===== src/sv/srp_pkg.sv =====
// Package: shared constants, codes and the command word type of the packetizer.
`default_nettype none
package srp_pkg;

  localparam int BUF_DEPTH   = 64;
  localparam int BURST_BYTES = 16;
  localparam int Q_DEPTH     = 4;

  localparam int IDX_W   = $clog2(BUF_DEPTH);
  localparam int FILL_W  = $clog2(BUF_DEPTH + 1);
  localparam int CNT_W   = (FILL_W > 6) ? FILL_W : 6;
  localparam int ACK_ROOM = BUF_DEPTH - BURST_BYTES - 2;
  localparam int QP_W    = (Q_DEPTH > 1) ? $clog2(Q_DEPTH) : 1;
  localparam int QC_W    = $clog2(Q_DEPTH + 1);
  localparam int NSLOT   = 7;

  localparam logic [7:0] CODE_ETX = 8'h03;
  localparam logic [7:0] CODE_EOT = 8'h04;
  localparam logic [7:0] CODE_ENQ = 8'h05;
  localparam logic [7:0] CODE_ACK = 8'h06;
  localparam logic [7:0] CHR_V    = 8'h56;
  localparam logic [7:0] CHR_1    = 8'h31;
  localparam logic [7:0] CHR_DOT  = 8'h2E;
  localparam logic [7:0] CHR_0    = 8'h30;

  localparam logic [1:0] CFG_MAX_PAYLOAD = 2'd0;
  localparam logic [1:0] CFG_NODE_ADDR   = 2'd1;

  localparam logic       KIND_SERIAL = 1'b0;
  localparam logic       KIND_TICK   = 1'b1;

  localparam logic [1:0] DEST_RADIO  = 2'd0;
  localparam logic [1:0] DEST_SERIAL = 2'd1;
  localparam logic [1:0] DEST_STROBE = 2'd2;

  typedef enum logic [1:0] {
    OP_NONE = 2'd0,
    OP_HDR  = 2'd1,
    OP_DATA = 2'd2,
    OP_STB  = 2'd3
  } pk_op_t;

  typedef enum logic [2:0] {
    PK_IDLE = 3'b001,
    PK_COPY = 3'b010,
    PK_SEND = 3'b100
  } pk_state_t;

  // One tick's worth of work for the back end.
  typedef struct packed {
    logic       ack;
    logic       ver;
    pk_op_t     op;
    logic [7:0] b0;
    logic [7:0] b1;
  } cmd_t;

endpackage
`default_nettype wire


===== src/sv/srp_front.sv =====
// Front end: word intake, ring store, flags, packetizer state and tick commands.
`default_nettype none
module srp_front
  import srp_pkg::*;
(
  input  wire logic        clk,
  input  wire logic        rst_n,
  input  wire logic        in_valid,
  output logic             in_stall,
  input  wire logic        in_kind,
  input  wire logic [7:0]  in_data_byte,
  input  wire logic        in_radio_busy,
  input  wire logic        cfg_we,
  input  wire logic [1:0]  cfg_index,
  input  wire logic [7:0]  cfg_data,
  output logic             push,
  output cmd_t             push_data,
  input  wire logic        q_full
);

  logic [7:0]       ring_mem [BUF_DEPTH];
  logic [7:0]       rd_q;

  logic [IDX_W-1:0] widx_r, widx_nxt;
  logic [IDX_W-1:0] ridx_r, ridx_nxt;
  logic [FILL_W-1:0] fill_r, fill_nxt;
  logic             ack_r, ack_nxt;
  logic             end_r, end_nxt;
  logic             ver_r, ver_nxt;
  pk_state_t        pk_r, pk_nxt;
  logic [CNT_W-1:0] btc_r, btc_nxt;
  logic [5:0]       maxp_r;
  logic [7:0]       addr_r;

  logic             stg_vld_r, stg_vld_nxt;
  cmd_t             stg_cmd_r, stg_cmd_nxt;
  logic             stg_mem_r, stg_mem_nxt;

  logic             in_fire;
  logic             full;
  logic             mem_we, mem_re;
  logic [IDX_W-1:0] wr_addr;
  logic             ack_ok;
  cmd_t             cmd;
  logic             use_mem;

  assign in_stall = stg_vld_r && q_full;
  assign in_fire  = in_valid && !in_stall;
  assign push     = stg_vld_r && !q_full;
  assign full     = (fill_r == FILL_W'(BUF_DEPTH));
  assign ack_ok   = (ACK_ROOM > 0) && (fill_r < FILL_W'(ACK_ROOM));
  assign wr_addr  = full ? ((widx_r == '0) ? IDX_W'(BUF_DEPTH - 1) : widx_r - 1'b1) : widx_r;

  always_comb begin
    push_data = stg_cmd_r;
    if (stg_mem_r) begin
      push_data.b0 = rd_q;
    end
  end

  always_comb begin
    widx_nxt    = widx_r;
    ridx_nxt    = ridx_r;
    fill_nxt    = fill_r;
    ack_nxt     = ack_r;
    end_nxt     = end_r;
    ver_nxt     = ver_r;
    pk_nxt      = pk_r;
    btc_nxt     = btc_r;
    mem_we      = 1'b0;
    mem_re      = 1'b0;
    use_mem     = 1'b0;
    cmd         = '{ack: 1'b0, ver: 1'b0, op: OP_NONE, b0: 8'h00, b1: addr_r};
    stg_vld_nxt = push ? 1'b0 : stg_vld_r;
    stg_cmd_nxt = stg_cmd_r;
    stg_mem_nxt = stg_mem_r;

    if (in_fire && in_kind == KIND_SERIAL) begin
      if (in_data_byte == CODE_ETX) begin
        ack_nxt = 1'b1;
      end else if (in_data_byte == CODE_ENQ) begin
        ver_nxt = 1'b1;
      end else if (!end_r) begin
        mem_we = 1'b1;
        // full ring: newest byte is replaced, indices and count hold
        if (!full) begin
          widx_nxt = (widx_r == IDX_W'(BUF_DEPTH - 1)) ? '0 : widx_r + 1'b1;
          fill_nxt = fill_r + 1'b1;
        end
        if (in_data_byte == CODE_EOT) begin
          end_nxt = 1'b1;
        end
      end
    end

    if (in_fire && in_kind == KIND_TICK) begin
      if (ack_r && ack_ok) begin
        ack_nxt = 1'b0;
        cmd.ack = 1'b1;
      end
      if (ver_r) begin
        ver_nxt = 1'b0;
        cmd.ver = 1'b1;
      end
      if (!in_radio_busy) begin
        unique case (pk_r)
          PK_COPY: begin
            if (btc_r != '0) begin
              cmd.op  = OP_DATA;
              btc_nxt = btc_r - 1'b1;
              if (fill_r != '0) begin
                mem_re   = 1'b1;
                use_mem  = 1'b1;
                ridx_nxt = (ridx_r == IDX_W'(BUF_DEPTH - 1)) ? '0 : ridx_r + 1'b1;
                fill_nxt = fill_r - 1'b1;
              end
            end else begin
              pk_nxt = PK_SEND;
            end
          end
          PK_SEND: begin
            cmd.op = OP_STB;
            pk_nxt = PK_IDLE;
          end
          PK_IDLE: begin
            if (end_r) begin
              end_nxt = 1'b0;
              btc_nxt = CNT_W'(fill_r);
              cmd.op  = OP_HDR;
              cmd.b0  = 8'(fill_r) + 8'd1;
              pk_nxt  = PK_COPY;
            end else if (CNT_W'(fill_r) >= CNT_W'(maxp_r)) begin
              btc_nxt = CNT_W'(maxp_r);
              cmd.op  = OP_HDR;
              cmd.b0  = 8'(maxp_r) + 8'd1;
              pk_nxt  = PK_COPY;
            end
          end
          default: pk_nxt = PK_IDLE;
        endcase
      end
      if (cmd.ack || cmd.ver || cmd.op != OP_NONE) begin
        stg_vld_nxt = 1'b1;
        stg_cmd_nxt = cmd;
        stg_mem_nxt = use_mem;
      end
    end
  end

  always_ff @(posedge clk) begin
    if (mem_we) begin
      ring_mem[wr_addr] <= in_data_byte;
    end
    if (mem_re) begin
      rd_q <= ring_mem[ridx_r];
    end
  end

  always_ff @(posedge clk) begin
    if (!rst_n) begin
      widx_r    <= '0;
      ridx_r    <= '0;
      fill_r    <= '0;
      ack_r     <= 1'b0;
      end_r     <= 1'b0;
      ver_r     <= 1'b0;
      pk_r      <= PK_IDLE;
      btc_r     <= '0;
      maxp_r    <= 6'd46;
      addr_r    <= 8'h00;
      stg_vld_r <= 1'b0;
    end else begin
      widx_r    <= widx_nxt;
      ridx_r    <= ridx_nxt;
      fill_r    <= fill_nxt;
      ack_r     <= ack_nxt;
      end_r     <= end_nxt;
      ver_r     <= ver_nxt;
      pk_r      <= pk_nxt;
      btc_r     <= btc_nxt;
      stg_vld_r <= stg_vld_nxt;
      if (cfg_we && cfg_index == CFG_MAX_PAYLOAD) begin
        maxp_r <= cfg_data[5:0];
      end
      if (cfg_we && cfg_index == CFG_NODE_ADDR) begin
        addr_r <= cfg_data;
      end
    end
  end

  always_ff @(posedge clk) begin
    stg_cmd_r <= stg_cmd_nxt;
    stg_mem_r <= stg_mem_nxt;
  end

  a_fill_bound: assert property (@(posedge clk) disable iff (!rst_n)
    fill_r <= FILL_W'(BUF_DEPTH))
    else $error("ring fill count above depth");

  a_copy_bound: assert property (@(posedge clk) disable iff (!rst_n)
    (pk_r == PK_COPY) |-> (btc_r <= CNT_W'(fill_r)))
    else $error("copy count exceeds buffered bytes");

  a_stall_src: assert property (@(posedge clk) disable iff (!rst_n)
    in_stall |-> (stg_vld_r && !push))
    else $error("stall without a blocked command");

endmodule
`default_nettype wire


===== src/sv/srp_queue.sv =====
// Command queue between the front end and the back end.
`default_nettype none
module srp_queue
  import srp_pkg::*;
(
  input  wire logic  clk,
  input  wire logic  rst_n,
  input  wire logic  push,
  input  wire cmd_t  push_data,
  output logic       q_full,
  input  wire logic  pop,
  output logic       q_vld,
  output cmd_t       q_data
);

  cmd_t             ent [Q_DEPTH];
  logic [QP_W-1:0]  wp_r, rp_r;
  logic [QC_W-1:0]  cnt_r;

  assign q_full = (cnt_r == QC_W'(Q_DEPTH));
  assign q_vld  = (cnt_r != '0);
  assign q_data = ent[rp_r];

  always_ff @(posedge clk) begin
    if (push) begin
      ent[wp_r] <= push_data;
    end
  end

  always_ff @(posedge clk) begin
    if (!rst_n) begin
      wp_r  <= '0;
      rp_r  <= '0;
      cnt_r <= '0;
    end else begin
      if (push) begin
        wp_r <= (wp_r == QP_W'(Q_DEPTH - 1)) ? '0 : wp_r + 1'b1;
      end
      if (pop) begin
        rp_r <= (rp_r == QP_W'(Q_DEPTH - 1)) ? '0 : rp_r + 1'b1;
      end
      if (push && !pop) begin
        cnt_r <= cnt_r + 1'b1;
      end else if (pop && !push) begin
        cnt_r <= cnt_r - 1'b1;
      end
    end
  end

endmodule
`default_nettype wire


===== src/sv/srp_back.sv =====
// Back end: expands queued commands into result words, one per cycle while out_stall is low.
`default_nettype none
module srp_back
  import srp_pkg::*;
(
  input  wire logic        clk,
  input  wire logic        rst_n,
  input  wire logic        q_vld,
  input  wire cmd_t        q_data,
  output logic             pop,
  output logic             out_valid,
  input  wire logic        out_stall,
  output logic [1:0]       out_dest,
  output logic [7:0]       out_out_byte,
  output logic             out_last
);

  cmd_t             ent_r;
  logic [NSLOT-1:0] rem_r, rem_nxt;
  logic [NSLOT-1:0] low, rem_clr, load_mask;
  logic             adv, emit;
  logic             vld_r;
  logic [1:0]       dest_r, dest_nxt;
  logic [7:0]       byte_r, byte_nxt;
  logic             last_r;

  assign adv      = !vld_r || !out_stall;
  assign emit     = adv && (rem_r != '0);
  assign low      = rem_r & (~rem_r + 1'b1);
  assign rem_clr  = rem_r & ~low;
  assign pop      = q_vld && ((rem_r == '0) || (emit && rem_clr == '0));
  // slots: ack, four version chars, packer byte or strobe, address byte
  assign load_mask = {q_data.op == OP_HDR, q_data.op != OP_NONE,
                      {4{q_data.ver}}, q_data.ack};

  assign out_valid    = vld_r;
  assign out_dest     = dest_r;
  assign out_out_byte = byte_r;
  assign out_last     = last_r;

  always_comb begin
    dest_nxt = DEST_SERIAL;
    byte_nxt = 8'h00;
    unique case (low)
      7'b0000001: byte_nxt = CODE_ACK;
      7'b0000010: byte_nxt = CHR_V;
      7'b0000100: byte_nxt = CHR_1;
      7'b0001000: byte_nxt = CHR_DOT;
      7'b0010000: byte_nxt = CHR_0;
      7'b0100000: begin
        if (ent_r.op == OP_STB) begin
          dest_nxt = DEST_STROBE;
        end else begin
          dest_nxt = DEST_RADIO;
          byte_nxt = ent_r.b0;
        end
      end
      7'b1000000: begin
        dest_nxt = DEST_RADIO;
        byte_nxt = ent_r.b1;
      end
      default: begin
        dest_nxt = DEST_SERIAL;
        byte_nxt = 8'h00;
      end
    endcase
  end

  always_comb begin
    rem_nxt = emit ? rem_clr : rem_r;
    if (pop) begin
      rem_nxt = load_mask;
    end
  end

  always_ff @(posedge clk) begin
    if (!rst_n) begin
      rem_r <= '0;
      vld_r <= 1'b0;
    end else begin
      rem_r <= rem_nxt;
      if (adv) begin
        vld_r <= emit;
      end
    end
  end

  always_ff @(posedge clk) begin
    if (pop) begin
      ent_r <= q_data;
    end
    if (emit) begin
      dest_r <= dest_nxt;
      byte_r <= byte_nxt;
      last_r <= (rem_clr == '0);
    end
  end

  a_more_left: assert property (@(posedge clk) disable iff (!rst_n)
    (vld_r && !last_r) |-> (rem_r != '0))
    else $error("non-final word with nothing left to send");

  a_pop_idle: assert property (@(posedge clk) disable iff (!rst_n)
    (pop && !emit) |-> (rem_r == '0))
    else $error("command loaded over unfinished work");

  a_one_slot: assert property (@(posedge clk) disable iff (!rst_n)
    emit |-> $onehot(low))
    else $error("slot select not one-hot");

endmodule
`default_nettype wire


===== src/sv/serial_to_radio_packetizer_unit.sv =====
// Top level: serial-to-radio packetizer, front end, command queue and back end.
//
// Serial words (kind 0) steer the block: ETX raises an ack request, ENQ a version
// request, and other bytes enter a 64-byte ring store (EOT is stored and marks the
// end of a message; bytes after it are dropped until a packet starts; a full ring
// replaces its newest byte). Poll ticks (kind 1) produce 0 to 7 result words: ACK on
// the serial line when asked and the ring has more than BURST_BYTES+2 free slots, the
// version string "V1.0", then one packetizer step unless radio_busy (a length byte
// and the address, one payload byte, or the transmit strobe). last marks the final
// word of a tick. A taken tick's command goes into a staging register (the ring read
// is registered alongside it), then into a 4-entry queue; while the queue is full the
// command waits in staging. The back end loads it and sends one result word per
// cycle while out_stall is low, loading the next command in the cycle that sends the
// last word of the current one; a tick with no result words puts nothing in the
// queue. The input side keeps taking words while the queue or its staging register
// has room, independent of out_stall. The ring store holds no reset; only written
// entries are ever read. Configuration (max_payload at index 0, the device address
// at index 1) must be written while the block is idle.
`default_nettype none
module serial_to_radio_packetizer_unit
  import srp_pkg::*;
(
  input  wire logic        clk,
  input  wire logic        rst_n,
  input  wire logic        in_valid,
  output logic             in_stall,
  input  wire logic        in_kind,
  input  wire logic [7:0]  in_data_byte,
  input  wire logic        in_radio_busy,
  output logic             out_valid,
  input  wire logic        out_stall,
  output logic [1:0]       out_dest,
  output logic [7:0]       out_out_byte,
  output logic             out_last,
  input  wire logic        cfg_we,
  input  wire logic [1:0]  cfg_index,
  input  wire logic [7:0]  cfg_data
);

  logic push, q_full, pop, q_vld;
  cmd_t push_data, q_data;

  // intake, ring store and packetizer state
  srp_front u_front (
    .clk           (clk),
    .rst_n         (rst_n),
    .in_valid      (in_valid),
    .in_stall      (in_stall),
    .in_kind       (in_kind),
    .in_data_byte  (in_data_byte),
    .in_radio_busy (in_radio_busy),
    .cfg_we        (cfg_we),
    .cfg_index     (cfg_index),
    .cfg_data      (cfg_data),
    .push          (push),
    .push_data     (push_data),
    .q_full        (q_full)
  );

  // decouples tick intake from output back-pressure
  srp_queue u_queue (
    .clk       (clk),
    .rst_n     (rst_n),
    .push      (push),
    .push_data (push_data),
    .q_full    (q_full),
    .pop       (pop),
    .q_vld     (q_vld),
    .q_data    (q_data)
  );

  // serializer with registered output
  srp_back u_back (
    .clk          (clk),
    .rst_n        (rst_n),
    .q_vld        (q_vld),
    .q_data       (q_data),
    .pop          (pop),
    .out_valid    (out_valid),
    .out_stall    (out_stall),
    .out_dest     (out_dest),
    .out_out_byte (out_out_byte),
    .out_last     (out_last)
  );

endmodule
`default_nettype wire

===== config.mk =====
export PLATFORM = sky130hd
export DESIGN_NAME = serial_to_radio_packetizer_unit
export DESIGN_NICKNAME = d
export VERILOG_FILES = /design/src/sv/srp_pkg.sv /design/src/sv/srp_front.sv /design/src/sv/srp_queue.sv /design/src/sv/srp_back.sv /design/src/sv/serial_to_radio_packetizer_unit.sv
export SDC_FILE = /design/constraint.sdc
export NUM_CORES = 1
export LEC_CHECK = 0
export BUFFER_PORTS_ARGS = -buffer_cell sky130_fd_sc_hd__buf_2
export CORE_MARGIN = 2
export CORE_UTILIZATION = 67
export CTS_CLUSTER_DIAMETER = 60
export DETAILED_ROUTE_END_ITERATION = 6
export PLACE_DENSITY_LB_ADDON = 0.2
export SKIP_LAST_GASP = 1
export SYNTH_ARGS = -nofsm -noshare
export SYNTH_HDL_FRONTEND = slang
export SYNTH_HIERARCHICAL = 1
export SYNTH_SLANG_ARGS = --single-unit

===== constraint.sdc =====
create_clock -name clk -period 7.45 [get_ports clk]
set_clock_uncertainty 0.15 [all_clocks]
set_input_delay 1.49 -clock clk [delete_from_list [all_inputs] [get_ports clk]]
set_output_delay 1.49 -clock clk [all_outputs]
set_load 0.01 [all_outputs]

==> impl_metrics.ini, run 1 <==
[timing]
hold_viol = 0
grt_setup_unrepaired = false
fin_setup_tns_ps = 0
tightest_slew_ps = 1185
period_share_pct = 67.40
setup_viol = 0
clock.fmax_mhz = 199.1
holdWs_ps = 283.5
relSlewSlack_pct = 20.91
fin_crit_ps = 5022
slew_violations = 0

[global_route]
antenna_found_initial = 0
grt_first_pass_wirelength_um = 98680
overflow = 0
track_usage_pct = 30.39
grt_start_max_net_pins = 66
grt_pass1_vias = 15560

[die]
core_area_sq_um = 42890
die_w_um = 212.1
die_area_sq_um = 44990
die_h_um = 212.1
rows = 76
io_pins = 38
start_util_pct = 67.66

[clock_network]
clock-sinks = 714
cts_max_path_buffers = 3
clk_latency_ps = 610
cts_setup_buffers = 0
htreeDepth = 3
cts_resized = 0
path_clk_slew_ps = 60
cts-root-buf = clkbuf_16
numCtsBuffers = 71
ctsHoldBuffers = 0
cts_tree = yes

[pwr]
pwr-share-clk_pct = 40.3
share_comb_of_total_power_pct = 7.2
power_per_cell_area_nw_per_um2 = 276.8
vdd_drop_max_mv = 0.2347
p_switching_uw = 1975
p_seq_share_pct = 52.5
internal-power_uw = 6880
switching_share_pct = 22.30
cellLeakagePower_uw = 0.009989

[layout]
multi_input_area_sq_um = 7656
syn2layout_area_growth_pct = 10.25
fin_nets = 1717
design_area_sq_um = 31990
drive_above_1_share_pct = 20.49
regArea_sq_um = 20810
antenna_cells = 0
fillerInstances = 2432

[critical_path]
cp_cell_sequence = buf_2 -> buf_4 -> nor3_1 -> and4_1 -> nor2_1 -> nand3_1 -> a21oi_1
worstPathArrival_ps = 5100
critPathRequiredTime_ps = 7520
timing.rr.start = u_front/fill_r[0]
start_kind = primary input
regToRegEndpoint = u_front/ring_mem[42][0]
cp-startpoint = in_data_byte[4]
critPathKind = primary input to flop
slowest_delay_ps = 1020
end_kind = flop
cpMaxStageDelayCell = a21oi_1
r2r_slack_ps = 3150
cp_max_fo = 65
r2r_cells = 7

[synth]
muxShareOfSynthArea_pct = 13.34
synth_seq_cells = 714
syn_area_per_cell_sq_um = 17.76
synthArstFlopShare_pct = 0
synth_cell_types = 85
yosys-top-cells-area = edfxtp_1 (67%), mux4_2 (11%), dfxtp_1 (4.4%)
netlist_area_sq_um = 29020
synthCells = 1634
synth_top_area_share_pct = 67.26
synth_top_family_by_area = multiplexers
yosysMostFrequentCell = edfxtp_1
synth-compound-area-share_pct = 6.118
yosysSeqAreaShare_pct = 71.68
synthTopCellsByCount = edfxtp_1 (650), mux4_2 (136), nor2_1 (91), dfxtp_1 (64), nand2_1 (57)
synth_area_leader_cell = edfxtp_1
synth_ff_type = edfxtp_1
synth_simple_gate_area_share_pct = 5.420
synthAdderAreaFrac_pct = 0.9227
synth_edf_count = 650
syn_nets = 1679
yosysWarnings = 6
synthXorXnorAreaFrac_pct = 0.5735

[route]
via_per_inst = 6.862
drt-initial-drc-count = 1978
wl_per_cell_um = 28.62
dr.pass1.iters = 5
ant_nets = 0
drc = 0
wirelength_um = 66200
num_vias = 15870

[place]
hpwlAfterDp_um = 40490
gp_congestion = 0.8943
placed_area_sq_um = 29660
portBuffers = 37

[worst_hold_path]
min_path_cells = 0
hp-start = u_front/addr_r[5]
holdPathEnd = u_front/push_data[5]
hold_path_class = flop to flop

[run_status]
status = finished, final reports clean

[flow_run]
drv_cap = 0
==> layer usage <==
metal	share of wire (%)	global-route usage, %	up-vias
li1	-	-	6707
met1	39	42.47	8092
met2	49	48.55	924
met3	9.3	5.421	148
met4	3.5	12.14	0
met5	0	0	-
==> sequential cells by signal, indices dropped and copies added (netlist names), 3 cells and up, named ones only <==
signal / count
u_queue/ent: 80
u_front/fill_r: 7
u_front/stg_cmd_r: 8
u_front/btc_r: 7
u_front/addr_r: 8
u_front/pk_r: 3
u_front/push_data: 12
u_front/maxp_r: 6
u_back/ent_r: 18
u_front/rd_q: 8
u_queue/cnt_r: 3
u_back/rem_r: 7
u_front/ring_mem: 512
u_front/widx_r: 6
u_back/out_out_byte: 8
u_front/ridx_r: 6
==> cell families after synthesis <==
| logic type | after synthesis |
|---|---|
| simple gates | 308 |
| xor+xnor | 19 |
| fa+ha+maj | 21 |
| buf+inv | 120 |
| flops | 714 |
| compound gates | 238 |
| mux | 214 |
==> worst max-delay path: cells and delay by family <==
| kind | cells | cell delay (ps) |
|---|---|---|
| compound gates | 1 | 1020 |
| buf+inv | 2 | 650 |
| simple gates | 4 | 1890 |
==> final cells by class <==
cell class / instances / area share, %
sequential: 714 / 65.04
tap: 585 / 2.288
clock buffer: 92 / 6.156
clock inverter: 37 / 1.126
multi-input combinational: 800 / 23.93
inverter: 21 / 0.2464
timing repair buffer: 64 / 1.212
==> worst max-delay path by stage <==
stage / endpoint / slack [ps] / depth (start not counted)
6_report: u_front/ring_mem[43][1] / 2430 / 7
5_1_grt: u_front/ring_mem[43][1] / 2380 / 7
4_1_cts: u_front/ring_mem[14][5] / 2600 / 7
3_5_place_dp: u_front/ring_mem[14][1] / 2010 / 7
3_3_place_gp: u_front/ring_mem[31][3] / 2200 / 7
2_1_floorplan: u_queue/cnt_r[2] / 3510 / 11
==> metrics by stage <==
stage | utilization (%) | worst slack, ps | total power [uW] | cells
5_1_grt | 74.60 | 2383 | 9109 | 2313
2_1_floorplan | - | 3513 | 5155 | 1634
4_1_cts | 74.60 | 2601 | 8901 | 2313
3_3_place_gp | 69.17 | 2198 | 5353 | 2184
3_5_place_dp | 69.17 | 2013 | 5367 | 2184
6_report | 74.60 | 2428 | 8855 | 2313
==> cells in the final DEF (no fill, tap or decap), drive strengths merged, types with 11 or more instances in the layout <==
master  Yosys  layout
clkbuf     42      92
mux2       22      22
nand3      31      31
nor2       91      91
o21ai      19      19
nand2      58      58
edfxtp    650     650
o221ai     12      12
a21oi      47      47
mux4      136     136
nor2b      15      15
mux2i      56      56
nor3       23      23
a22o       15      15
o22ai      12      12
clkinv      2      27
dfxtp      64      64
o211ai     12      12
o32ai      11      11
ha         19      19
a211oi     22      22
inv        19      23
and2       14      14
a31oi      12      12
buf        57      64
==> power groups by stage <==
stage                     logic, uW  registers [uW]  clock network [uW]
after detailed placement        636            4730                   0
after CTS                       643            4650                3610
after global placement          624            4730                   0
after global routing            696            4660                3750
final                           640            4650                3570
after floorplan                 472            4680                   0
No activity file was read; power rests on OpenSTA's default activity.
==> run 2: changes to the inputs <==
ABC_AREA = 1   (was unset)
CORE_UTILIZATION = 63   (was 67)
clock period = 5.03 ns   (was 7.45 ns; I/O delays follow)
==> run 2 against run 1 <==
  * Synthesized cell count grew 70%
  * Sequential share of layout area shrank 2.2 points
  * Global-route usage shrank 0.85 points
  * Register-to-register slack lost 1600 ps
  * Die area grew 11%
  * Hold slack gained 10 ps
  * Total power grew 52%
  * Worst setup slack lost 870 ps
  * Final area grew 3.4%
  * Core utilization shrank 5.0 points
  * Highest routed layer is now met5
==> impl_metrics.ini, run 2 <==
[critical_path]
cp-startpoint = u_queue/cnt_r[1]
r2r_slack_ps = 1560
regToRegEndpoint = u_front/ring_mem[59][3]
cp_max_fo = 8
critPathRequiredTime_ps = 5120
start_kind = flop
worstPathArrival_ps = 3560
r2r_cells = 8
critPathKind = flop to flop
timing.rr.start = u_queue/cnt_r[1]
end_kind = flop
crit_end = u_front/ring_mem[59][3]

[synth]
yosysWarnings = 6
syn_nets = 2819
yosysSeqAreaShare_pct = 68.74
yosysMostFrequentCell = edfxtp_1
synth_ff_type = edfxtp_1
synthArstFlopShare_pct = 0
synth_cell_types = 49
synthCells = 2774
synth_top_area_share_pct = 64.51
synth_seq_cells = 714
synth_area_leader_cell = edfxtp_1
yosys-top-cells-area = edfxtp_1 (65%), nand2_1 (7.0%), nor2_1 (5.8%)
synth_edf_count = 650
syn_area_per_cell_sq_um = 10.91
netlist_area_sq_um = 30260
synthTopCellsByCount = edfxtp_1 (650), nand2_1 (567), nor2_1 (465), nand3_1 (207), o21ai_0 (207)

[timing]
hold_viol = 0
grt_setup_unrepaired = false
fin_crit_ps = 3469
fin_setup_tns_ps = 0
tightest_slew_ps = 1189
period_share_pct = 68.97
relSlewSlack_pct = 20.72
setup_viol = 0
clock.fmax_mhz = 288.2
slew_violations = 0

[place]
gp_congestion = 0.9027
portBuffers = 37
placed_area_sq_um = 30730
hpwlAfterDp_um = 43760

[global_route]
track_usage_pct = 29.54
antenna_found_initial = 2
overflow = 0
grt.busiest_layer = met2
grt_pass1_vias = 19870
grt_util_met3_pct = 5.413
grt_util_met2_pct = 47.00
grt_first_pass_wirelength_um = 110600
met1_usage_pct = 41.04
grt_start_max_net_pins = 157

[die]
core_area_sq_um = 47550
die_area_sq_um = 49800
io_pins = 38
die_h_um = 223.2
die_w_um = 223.2
rows = 80
start_util_pct = 63.64

[clock_network]
cts-root-buf = clkbuf_16
clock-sinks = 714
cts_max_path_buffers = 3
clk_latency_ps = 610
htreeDepth = 3
numCtsBuffers = 72
cts_tree = yes
path_clk_slew_ps = 60
ctsHoldBuffers = 0
cts_resized = 0
cts_setup_buffers = 0

[run_status]
status = finished, final reports clean

[layout]
largest_register_ffs = 512
final_cell_mix = edfxtp_1 (650), nand2_1 (567), nor2_1 (464), nand3_1 (207), o21ai_0 (207)
fin_nets = 2811
design_area_sq_um = 33100
reg_top3 = u_front/ring_mem: 512 flops, u_queue/ent: 80 flops, u_back/ent_r: 18 flops
top_register = u_front/ring_mem
drive_above_1_share_pct = 8.514
final_common_cell = edfxtp_1
fillerInstances = 3298
syn2layout_area_growth_pct = 9.378
antenna_cells = 0

[worst_hold_path]
min_path_cells = 0
hold_path_class = flop to flop
hp-start = u_front/addr_r[0]

[pwr]
vdd_drop_max_mv = 0.3162
cellLeakagePower_uw = 0.01217
power_per_cell_area_nw_per_um2 = 405.6

[route]
num_vias = 20760
wirelength_um = 73220
drc = 0
dr.pass1.iters = 5
drt-initial-drc-count = 2717
ant_nets = 0
wl_per_cell_um = 21.32
via_per_inst = 6.045

[flow_run]
drv_cap = 0
==> run 2: critical path, stage by stage (launching register included) <==
cell and delay (ps):
dfxtp_1 400, nor3_1 150, nand2_1 160, nand3_1 230
nor2_1 400, nand2_1 280, nor2_4 300, nand2_2 310
nor2_1 720
==> run 2: final cells by class <==
| cell class | count | area [sq um] | share of cell area, % |
|---|---|---|---|
| well taps | 615 | 769.5 | 2.325 |
| flip-flops and latches | 714 | 20810 | 62.87 |
| multi-input cells | 1759 | 8174 | 24.70 |
| clock buffers | 91 | 1989 | 6.011 |
| inverters | 159 | 605.6 | 1.830 |
| clock inverters | 36 | 380.4 | 1.149 |
| repair buffers | 60 | 370.4 | 1.119 |
==> run 2: power breakdown <==
group	internal (uW)	total [uW]	switching, uW
Combinational	339	1220	880
Sequential	6750	6840	95.6
Clock	3210	5360	2160
Total	10300	13400	3130
==> run 2: per-stage QoR <==
| step | utilization, % | setup WS [ps] | std cells | hold WS, ps | total power [uW] |
|---|---|---|---|---|---|
| 5_1_grt | 69.61 | 1393 | 3434 | 297.3 | 13850 |
| 4_1_cts | 69.61 | 1647 | 3434 | 293.9 | 13480 |
| 3_5_place_dp | 64.63 | 1079 | 3307 | 271.7 | 8172 |
| 2_1_floorplan | - | 2106 | 2774 | 258.2 | 7768 |
| 3_3_place_gp | 64.63 | 1291 | 3307 | 264.3 | 8123 |
| 6_report | 69.61 | 1561 | 3434 | 294.0 | 13420 |
==> run 2: worst min path at each step <==
stage,endpoint,slack [ps]
finish,u_front/push_data[0],290
global placement,u_front/push_data[6],260
floorplan,u_front/push_data[0],260
global route,u_front/push_data[5],300
CTS,u_front/push_data[2],290
detailed placement,u_front/push_data[2],270
==> run 2: kinds of logic (layout without fill, tap and decap cells) <==
logic type / Yosys count / after routing / share of synthesized area [%]
and+or+nand+nor: 1317 / 1317 / 18.19
DFF: 714 / 714 / 68.74
AOI/OAI and AO/OA: 394 / 394 / 7.029
buffers and inverters: 301 / 346 / 4.255
adders and majority gates: 20 / 20 / 0.8518
xor gates and xnor gates: 19 / 19 / 0.5996
muxes: 9 / 9 / 0.3308
==> run 2: per-layer routing <==
| metal | share of wire, % | vias up | routed length (um) |
|---|---|---|---|
| li1 | - | 9528 | - |
| met1 | 40 | 9946 | 29210 |
| met2 | 47 | 1144 | 34310 |
| met3 | 10 | 137 | 7565 |
| met4 | 2.9 | 2 | 2127 |
| met5 | 0.015 | - | 11 |
